`src/rtl/md5he_pkg.sv`:
```
`default_nettype none

package md5he_pkg;

    typedef enum logic [2:0] {
        S_IDLE,
        S_PAD,
        S_ROUND,
        S_FINAL,
        S_OUT0,
        S_OUT1
    } md5he_state_t;

    // controller -> datapath
    typedef struct packed {
        logic push_in;     // store the accepted message byte
        logic set_pad;     // end of message seen, padding follows
        logic push_pad;    // store one padding or length byte
        logic round_step;  // run one compression round
        logic chain_add;   // fold working words into chaining words
        logic msg_clear;   // back to initial state after digest output
        logic half_sel;    // which digest half is shown
    } md5he_cmd_t;

    // datapath -> controller
    typedef struct packed {
        logic fill_last;   // next byte completes the block
        logic round_last;  // current round is round 63
        logic pad_active;  // message closed, padding in progress
        logic pad_done;    // last length byte stored
    } md5he_sts_t;

    localparam logic [7:0] PAD_MARKER = 8'h80;
    localparam logic [5:0] LEN_START  = 6'd56;

    localparam logic [31:0] CHAIN_INIT [4] = '{
        32'h67452301, 32'hefcdab89, 32'h98badcfe, 32'h10325476
    };

    localparam logic [4:0] ROT_S [16] = '{
        5'd7, 5'd12, 5'd17, 5'd22, 5'd5, 5'd9, 5'd14, 5'd20,
        5'd4, 5'd11, 5'd16, 5'd23, 5'd6, 5'd10, 5'd15, 5'd21
    };

    localparam logic [31:0] ROUND_K [64] = '{
        32'hd76aa478, 32'he8c7b756, 32'h242070db, 32'hc1bdceee,
        32'hf57c0faf, 32'h4787c62a, 32'ha8304613, 32'hfd469501,
        32'h698098d8, 32'h8b44f7af, 32'hffff5bb1, 32'h895cd7be,
        32'h6b901122, 32'hfd987193, 32'ha679438e, 32'h49b40821,
        32'hf61e2562, 32'hc040b340, 32'h265e5a51, 32'he9b6c7aa,
        32'hd62f105d, 32'h02441453, 32'hd8a1e681, 32'he7d3fbc8,
        32'h21e1cde6, 32'hc33707d6, 32'hf4d50d87, 32'h455a14ed,
        32'ha9e3e905, 32'hfcefa3f8, 32'h676f02d9, 32'h8d2a4c8a,
        32'hfffa3942, 32'h8771f681, 32'h6d9d6122, 32'hfde5380c,
        32'ha4beea44, 32'h4bdecfa9, 32'hf6bb4b60, 32'hbebfbc70,
        32'h289b7ec6, 32'heaa127fa, 32'hd4ef3085, 32'h04881d05,
        32'hd9d4d039, 32'he6db99e5, 32'h1fa27cf8, 32'hc4ac5665,
        32'hf4292244, 32'h432aff97, 32'hab9423a7, 32'hfc93a039,
        32'h655b59c3, 32'h8f0ccc92, 32'hffeff47d, 32'h85845dd1,
        32'h6fa87e4f, 32'hfe2ce6e0, 32'ha3014314, 32'h4e0811a1,
        32'hf7537e82, 32'hbd3af235, 32'h2ad7d2bb, 32'heb86d391
    };

    function automatic logic [31:0] bswap32(input logic [31:0] v);
        return {v[7:0], v[15:8], v[23:16], v[31:24]};
    endfunction

endpackage

`default_nettype wire

```
`src/rtl/md5he_dp.sv`:
```
`default_nettype none

module md5he_dp (
    input  wire                    clk,
    input  wire                    rst_n,
    input  wire [7:0]              data_byte,
    input  wire md5he_pkg::md5he_cmd_t cmd,
    output md5he_pkg::md5he_sts_t  sts,
    output logic [63:0]            digest_half
);
    import md5he_pkg::*;

    logic [31:0] word_mem [16];
    logic [31:0] chain_reg [4];
    logic [31:0] a_reg, b_reg, c_reg, d_reg;
    logic [31:0] w_reg;
    logic [5:0]  fill_reg;
    logic [63:0] len_reg;
    logic [5:0]  round_reg;
    logic        pad_active_reg;
    logic        marker_done_reg;
    logic        len_phase_reg;
    logic [2:0]  len_idx_reg;
    logic        pad_done_reg;

    logic        push_en;
    logic        block_full;
    logic        len_byte_sel;
    logic [7:0]  pad_byte;
    logic [7:0]  push_byte;

    logic [5:0]  rd_round;
    logic [31:0] f_val;
    logic [31:0] w_val;
    logic [31:0] sum;
    logic [63:0] rot_wide;
    logic [31:0] rot_val;

    // message word used by round r
    function automatic logic [3:0] msg_index(input logic [5:0] r);
        logic [3:0] idx;
        unique case (r[5:4])
            2'd0:    idx = r[3:0];
            2'd1:    idx = 4'(r[3:0] * 4'd5 + 4'd1);
            2'd2:    idx = 4'(r[3:0] * 4'd3 + 4'd5);
            default: idx = 4'(r[3:0] * 4'd7);
        endcase
        return idx;
    endfunction

    assign push_en    = cmd.push_in | cmd.push_pad;
    assign block_full = push_en && (fill_reg == 6'd63);

    // length bytes start once the fill reaches the length field
    assign len_byte_sel = len_phase_reg || (fill_reg == LEN_START);

    always_comb
    begin
        if (!marker_done_reg)
            pad_byte = PAD_MARKER;
        else if (len_byte_sel)
            pad_byte = len_reg[{len_idx_reg, 3'b000} +: 8];
        else
            pad_byte = 8'h00;
    end

    assign push_byte = cmd.push_pad ? pad_byte : data_byte;

    // word for the coming round is registered into w_reg in the cycle before it
    assign rd_round = block_full ? 6'd0 : round_reg + 6'd1;

    always_ff @(posedge clk)
    begin
        if (push_en)
            word_mem[fill_reg[5:2]][{fill_reg[1:0], 3'b000} +: 8] <= push_byte;
        if (block_full || cmd.round_step)
            w_reg <= word_mem[msg_index(rd_round)];
    end

    // round function
    always_comb
    begin
        unique case (round_reg[5:4])
            2'd0:    f_val = (b_reg & c_reg) | (~b_reg & d_reg);
            2'd1:    f_val = (b_reg & d_reg) | (c_reg & ~d_reg);
            2'd2:    f_val = b_reg ^ c_reg ^ d_reg;
            default: f_val = c_reg ^ (b_reg | ~d_reg);
        endcase
    end

    assign w_val    = w_reg;
    assign sum      = a_reg + f_val + ROUND_K[round_reg] + w_val;
    assign rot_wide = {sum, sum} << ROT_S[{round_reg[5:4], round_reg[1:0]}];
    assign rot_val  = rot_wide[63:32];

    always_ff @(posedge clk)
    begin
        if (block_full)
        begin
            a_reg <= chain_reg[0];
            b_reg <= chain_reg[1];
            c_reg <= chain_reg[2];
            d_reg <= chain_reg[3];
        end
        else if (cmd.round_step)
        begin
            a_reg <= d_reg;
            d_reg <= c_reg;
            c_reg <= b_reg;
            b_reg <= b_reg + rot_val;
        end
    end

    always_ff @(posedge clk or negedge rst_n)
    begin
        if (!rst_n)
        begin
            for (int i = 0; i < 4; i++)
                chain_reg[i] <= CHAIN_INIT[i];
            fill_reg        <= '0;
            len_reg         <= '0;
            round_reg       <= '0;
            pad_active_reg  <= 1'b0;
            marker_done_reg <= 1'b0;
            len_phase_reg   <= 1'b0;
            len_idx_reg     <= '0;
            pad_done_reg    <= 1'b0;
        end
        else if (cmd.msg_clear)
        begin
            for (int i = 0; i < 4; i++)
                chain_reg[i] <= CHAIN_INIT[i];
            fill_reg        <= '0;
            len_reg         <= '0;
            round_reg       <= '0;
            pad_active_reg  <= 1'b0;
            marker_done_reg <= 1'b0;
            len_phase_reg   <= 1'b0;
            len_idx_reg     <= '0;
            pad_done_reg    <= 1'b0;
        end
        else
        begin
            if (push_en)
                fill_reg <= fill_reg + 6'd1;
            if (cmd.push_in)
                len_reg <= len_reg + 64'd8;
            if (cmd.set_pad)
                pad_active_reg <= 1'b1;
            if (cmd.push_pad)
            begin
                if (!marker_done_reg)
                    marker_done_reg <= 1'b1;
                else if (len_byte_sel)
                begin
                    len_phase_reg <= 1'b1;
                    len_idx_reg   <= len_idx_reg + 3'd1;
                    if (len_idx_reg == 3'd7)
                        pad_done_reg <= 1'b1;
                end
            end
            if (block_full)
                round_reg <= '0;
            else if (cmd.round_step)
                round_reg <= round_reg + 6'd1;
            if (cmd.chain_add)
            begin
                chain_reg[0] <= chain_reg[0] + a_reg;
                chain_reg[1] <= chain_reg[1] + b_reg;
                chain_reg[2] <= chain_reg[2] + c_reg;
                chain_reg[3] <= chain_reg[3] + d_reg;
            end
        end
    end

    assign sts.fill_last  = (fill_reg == 6'd63);
    assign sts.round_last = (round_reg == 6'd63);
    assign sts.pad_active = pad_active_reg;
    assign sts.pad_done   = pad_done_reg;

    assign digest_half = cmd.half_sel
                       ? {bswap32(chain_reg[2]), bswap32(chain_reg[3])}
                       : {bswap32(chain_reg[0]), bswap32(chain_reg[1])};

endmodule

`default_nettype wire

```
`src/rtl/md5he_ctrl.sv`:
```
`default_nettype none

module md5he_ctrl (
    input  wire                    clk,
    input  wire                    rst_n,
    input  wire                    in_valid,
    output logic                   in_ready,
    input  wire                    byte_present,
    input  wire                    end_of_message,
    output logic                   out_valid,
    input  wire                    out_ready,
    output logic                   half_index,
    output logic                   digest_done,
    output md5he_pkg::md5he_cmd_t  cmd,
    input  wire md5he_pkg::md5he_sts_t sts
);
    import md5he_pkg::*;

    md5he_state_t state_reg;
    md5he_state_t state_next;

    always_ff @(posedge clk or negedge rst_n)
    begin
        if (!rst_n)
            state_reg <= S_IDLE;
        else
            state_reg <= state_next;
    end

    always_comb
    begin
        state_next = state_reg;
        cmd        = '0;
        in_ready   = 1'b0;
        out_valid  = 1'b0;
        unique case (state_reg)
            S_IDLE:
            begin
                in_ready = 1'b1;
                if (in_valid)
                begin
                    cmd.push_in = byte_present;
                    cmd.set_pad = end_of_message;
                    if (byte_present && sts.fill_last)
                        state_next = S_ROUND;
                    else if (end_of_message)
                        state_next = S_PAD;
                end
            end
            S_PAD:
            begin
                cmd.push_pad = 1'b1;
                if (sts.fill_last)
                    state_next = S_ROUND;
            end
            S_ROUND:
            begin
                cmd.round_step = 1'b1;
                if (sts.round_last)
                    state_next = S_FINAL;
            end
            S_FINAL:
            begin
                cmd.chain_add = 1'b1;
                if (sts.pad_done)
                    state_next = S_OUT0;
                else if (sts.pad_active)
                    state_next = S_PAD;
                else
                    state_next = S_IDLE;
            end
            S_OUT0:
            begin
                out_valid = 1'b1;
                if (out_ready)
                    state_next = S_OUT1;
            end
            S_OUT1:
            begin
                out_valid    = 1'b1;
                cmd.half_sel = 1'b1;
                if (out_ready)
                begin
                    cmd.msg_clear = 1'b1;
                    state_next    = S_IDLE;
                end
            end
            default:
                state_next = S_IDLE;
        endcase
    end

    assign half_index  = cmd.half_sel;
    assign digest_done = cmd.half_sel;

    // the digest only goes out after the block holding the length is folded in
    a_out_after_final: assert property (@(posedge clk) disable iff (!rst_n)
        (state_reg == S_OUT0 && $past(state_reg) != S_OUT0) |->
            $past(state_reg) == S_FINAL)
        else $error("digest shown without final chain add");

    a_round_to_final: assert property (@(posedge clk) disable iff (!rst_n)
        (state_reg == S_ROUND && sts.round_last) |=> state_reg == S_FINAL)
        else $error("compression did not end after round 63");

    a_clear_on_last: assert property (@(posedge clk) disable iff (!rst_n)
        (state_reg == S_OUT1 && out_ready) |=>
            (state_reg == S_IDLE && !sts.pad_active && !sts.pad_done))
        else $error("message state not cleared after digest");

    a_pad_needs_eom: assert property (@(posedge clk) disable iff (!rst_n)
        sts.pad_done |-> sts.pad_active)
        else $error("length stored without end of message");

endmodule

`default_nettype wire

```
`src/rtl/md5_hash_engine_top.sv`:
```
`default_nettype none

// channel | signals                                       | dir
// in      | in_valid, in_ready, data_byte, byte_present,  | request in
//         | end_of_message                                |
// out     | out_valid, out_ready, digest_half,            | request out
//         | half_index, digest_done                       |
//
// A byte that does not close a 64-byte block leaves in_ready high.
// A closing byte starts 64 rounds, one per cycle, then one chain add, with in_ready low.
// End of message: padding and length bytes are stored one per cycle (9 to 72),
// with one or two block compressions, then two digest requests are offered.
// in_ready is low while padding, compressing or presenting the digest.
// Reset (rst_n low, asynchronous) loads the initial chaining words; no clearing pass.

module md5_hash_engine_top (
    input  wire         clk,
    input  wire         rst_n,
    input  wire         in_valid,
    output logic        in_ready,
    input  wire [7:0]   data_byte,
    input  wire         byte_present,
    input  wire         end_of_message,
    output logic        out_valid,
    input  wire         out_ready,
    output logic [63:0] digest_half,
    output logic        half_index,
    output logic        digest_done
);
    import md5he_pkg::*;

    md5he_cmd_t cmd;
    md5he_sts_t sts;

    md5he_ctrl u_ctrl (
        .clk            (clk),
        .rst_n          (rst_n),
        .in_valid       (in_valid),
        .in_ready       (in_ready),
        .byte_present   (byte_present),
        .end_of_message (end_of_message),
        .out_valid      (out_valid),
        .out_ready      (out_ready),
        .half_index     (half_index),
        .digest_done    (digest_done),
        .cmd            (cmd),
        .sts            (sts)
    );

    md5he_dp u_dp (
        .clk         (clk),
        .rst_n       (rst_n),
        .data_byte   (data_byte),
        .cmd         (cmd),
        .sts         (sts),
        .digest_half (digest_half)
    );

endmodule

`default_nettype wire
```
`config.mk`:
```
export PLATFORM = sky130hd
export DESIGN_NAME = md5_hash_engine_top
export DESIGN_NICKNAME = d
export VERILOG_FILES = /design/src/rtl/md5he_pkg.sv /design/src/rtl/md5he_dp.sv /design/src/rtl/md5he_ctrl.sv /design/src/rtl/md5_hash_engine_top.sv
export SDC_FILE = /design/constraint.sdc
export NUM_CORES = 2
export LEC_CHECK = 0
export BUFFER_PORTS_ARGS = -buffer_cell sky130_fd_sc_hd__buf_2
export CAP_MARGIN = 15
export CORE_ASPECT_RATIO = 1.1
export CORE_UTILIZATION = 55
export CTS_BUF_LIST = sky130_fd_sc_hd__clkbuf_8
export DETAILED_ROUTE_END_ITERATION = 10
export PLACE_DENSITY = 0.69
export SYNTH_ARGS = -nofsm -noshare
export SYNTH_HDL_FRONTEND = slang
export SYNTH_SLANG_ARGS = --single-unit
```
`constraint.sdc`:
```
create_clock -name clk -period 10.2 [get_ports clk]
set_input_delay 2.04 -clock clk [delete_from_list [all_inputs] [get_ports clk]]
set_output_delay 2.04 -clock clk [all_outputs]
set_load 0.05 [all_outputs]
```
==> metrics.cfg <==
[route]
first_iter_violations = 5052
post-route-drc-count = 0
drtAntennaViolNets = 0
firstDrtPassIters = 6
wire_per_inst_um = 24.9
routed_wl_um = 181000
vias = 46000
routed_via_density = 6.33

[timing]
setup_slack_ns = 0.292
clock_skew_ns = 0.0497
hold_ws_ns = 0.505
rsz0062_at_grt = false
fin_crit_ns = 9.91
worst_pin_slew_ns = 1.33
drv_slew = 0
slew_headroom_pct = 11.5
finalHoldViolCount = 0
setup_viol = 0
period_share_pct = 97.1
finalSetupTns_ns = 0
max_freq_mhz = 101

[clock_network]
numCtsBuffers = 151
cts_setup_buffers = 0
cts_root_buf = clkbuf_8
ctsHtreeMaxLevel = 4
clockBufferDepth = 3
clk_latency_ns = 0.86
clock-sinks = 883
cts.clk_slew.worst_paths_ns = 0.06
cts_tree = yes

[placement]
placedCellCount = 6993
dp_hpwl_um = 127000
gp_congestion = 1.05
place_ws_ns = 0.385
postPlaceCellArea_um2 = 57800
io_buffers = 81

[yosys]
synth_area_um2 = 55200
ys_ff_latch = 883
ys_types = 97
synth-simple-area-share_pct = 15.5
synth-seq-area-share_pct = 46.2
synth_flop_cell = edfxtp_1
synth_warnings = 0
synthesis.nets = 6062
synthMuxAreaShare_pct = 3.59
netlist_instances = 5758
synth-edff-count = 672
avgSynthCellArea_um2 = 9.59
synth_top_family_by_area = compound AO/OA/AOI/OAI gates
async_reset_ff_share_pct = 23.9
synth_compound_area_share_pct = 19.0
synth-xor-area-share_pct = 3.98
synth_fa_ha_area_share_pct = 7.51

[setup_path]
cp_slowest_cell = o21ai_1
max_stage_delay_ns = 0.53
crit_type = reg -> reg
cp.required_ns = 10.79
cp_num_buf_inv = 7
crit_arrival_ns = 10.50
critical_path.endpoint_type = register
cp_common_cell = buf_4
cp_top_family = compound AO/OA/AOI/OAI gates
critPathMaxFanout = 23
startpoint_type = register

[finish]
stdcell_count = 7270
stdcell_area_um2 = 60600
utilization_pct = 61.0
nNetsFinal = 6165
drive_above_1_share_pct = 12.0
largest_reg_flops = 512
area_growth_syn_to_layout_pct = 9.74

[outcome]
status = finished clean

[pwr]
pwr-share-comb_pct = 0.6
p_sw_mw = 1.58
swShare_pct = 22.8
clkPwrFrac_pct = 43.9
p_per_area_nw_per_um2 = 114
p_int_mw = 5.34
power.sequential.fraction_pct = 55.5
peakVddDrop_mv = 0.147
power_mw = 6.92
p_leak_nw = 23.2

[die]
pin_count = 82
initial_core_util_pct = 55.6
die_w_um = 304
core_area_um2 = 99300
die_height_um = 334
dieArea_um2 = 102000
num_rows = 121

[grt]
antenna_found_initial = 6
grt_max_degree = 152
grt_pass1_vias = 43800
grt_pass1_wl_um = 271000
grtUsageTotal_pct = 35.2
grt.overflow.total = 0

[job]
cap_violations = 0

[min_path]
hold_path_class = reg -> reg

kinds of logic (layout without fill, tap and decap cells):
kind of cell / after synthesis / count (layout)
compound gates: 1647 / 1647
xor+xnor: 251 / 251
fa+ha+maj: 290 / 290
buf+inv: 599 / 818
flops: 883 / 883
mux: 160 / 160
other cells: 0 / 2
simple gates: 1928 / 1928
power by group through the flow:
| stage | Combinational, mW | Clock (mW) | Sequential [mW] |
|---|---|---|---|
| final | 0.0403 | 3.04 | 3.84 |
| after global routing | 0.0435 | 3.21 | 3.84 |
| after CTS | 0.0412 | 3.08 | 3.84 |
| after detailed placement | 0.0411 | 0 | 3.91 |
| after global placement | 0.0409 | 0 | 3.91 |
| after floorplan | 0.00721 | 0 | 3.91 |
layout by cell type, fill, tap and decap left out, types with 12 or more instances in the layout:
master / synthesis / final
clkinv_1: 0 / 21
and2_0: 17 / 17
a22oi_1: 18 / 18
a211oi_1: 218 / 217
a21oi_1: 408 / 408
nor2_1: 429 / 427
o21a_1: 38 / 38
dfrtp_1: 147 / 143
mux2_2: 85 / 85
nand2_1: 947 / 944
buf_4: 1 / 195
nor3_1: 65 / 65
a31oi_1: 139 / 139
o21bai_1: 26 / 26
or3_1: 43 / 43
nand3_1: 93 / 91
o21ai_1: 10 / 13
nand4_1: 31 / 31
nand2b_1: 30 / 30
dfstp_2: 64 / 64
o211ai_1: 80 / 80
buf_12: 0 / 12
mux4_2: 22 / 22
o21ai_0: 389 / 384
fa_1: 69 / 69
a311oi_1: 83 / 83
xor2_1: 122 / 121
ha_1: 221 / 220
mux2i_1: 53 / 52
o31ai_1: 23 / 23
xnor2_1: 129 / 128
edfxtp_1: 672 / 672
a21o_1: 87 / 87
clkbuf_8: 0 / 161
inv_1: 258 / 317
nor2b_1: 42 / 42
and3_1: 25 / 24
o311ai_0: 18 / 18
buf_2: 30 / 80
and2_1: 137 / 137
final timing paths:
kind / end / slack (ns) / cells after the start / from
max: u_dp.b_reg[30] / 0.29 / 39 / u_dp.round_reg[0]
min: u_dp.marker_done_reg / 0.51 / 2 / u_dp.marker_done_reg
max reg2reg: u_dp.b_reg[30] / 0.29 / 39 / u_dp.round_reg[0]
min reg2reg: u_dp.marker_done_reg / 0.51 / 2 / u_dp.marker_done_reg
max in group asynchronous: u_dp.chain_reg[81] / 7.76 / 2 / rst_n
min in group asynchronous: u_dp.len_phase_reg / 1.13 / 1 / rst_n
final cells by class:
type / instances / area [um2]
clock buffers: 161 / 2220
well taps: 1291 / 1620
repair buffers: 291 / 2150
inverters: 258 / 972
diodes: 2 / 5.00
fillers: 8390 / 38700
clock inverters: 108 / 566
multi-input cells: 4276 / 27500
flip-flops and latches: 883 / 25600
what timing repair did:
item                                    in CTS  in global routing
hold buffers                                 0                  0
gates resized for setup                      0                  6
endpoints found under the setup margin       0                  6
synth_stat cells (all sizes together) (10+ instances only):
master / n / share of area [%]
nand2: 947 / 6.4
edfxtp: 672 / 37
nor2: 430 / 2.9
a21oi: 410 / 3.7
o21ai: 399 / 3.6
clkbuf: 273 / 1.9
inv: 258 / 1.8
ha: 221 / 5.0
a211oi: 219 / 3.0
and2: 155 / 1.8
dfrtp: 147 / 6.7
a31oi: 139 / 1.6
xnor2: 129 / 2.0
xor2: 122 / 1.9
nand3: 93 / 0.84
a21o: 87 / 1.2
mux2: 85 / 1.7
a311oi: 84 / 1.3
o211ai: 81 / 1.1
fa: 69 / 2.5
buf: 68 / 0.55
nor3: 68 / 0.64
dfstp: 64 / 3.0
mux2i: 53 / 0.96
or3: 44 / 0.51
nor2b: 42 / 0.48
o21a: 38 / 0.52
nand4: 32 / 0.37
nand2b: 30 / 0.34
o21bai: 26 / 0.35
and3: 25 / 0.28
o31ai: 25 / 0.36
mux4: 22 / 0.90
a22oi: 19 / 0.28
o311ai: 19 / 0.30
a211o: 11 / 0.17
or2: 11 / 0.12
o2111ai: 10 / 0.16
worst min-delay path: cells and delay by family, from the launching register on:
family	cells	cell delay [ns]
flip-flops	1	0.36
AND/OR/NAND/NOR	2	0.11
layer usage:
metal  track usage (%)  vias up  routed length [um]
met4              19.4        2               10200
met1              45.6    22300               72300
met3              5.90      468               14300
met2              56.5     2067               84000
li1                  -    21100                   -
met5                 0        -                  15
No activity file was read; power rests on OpenSTA's default activity.
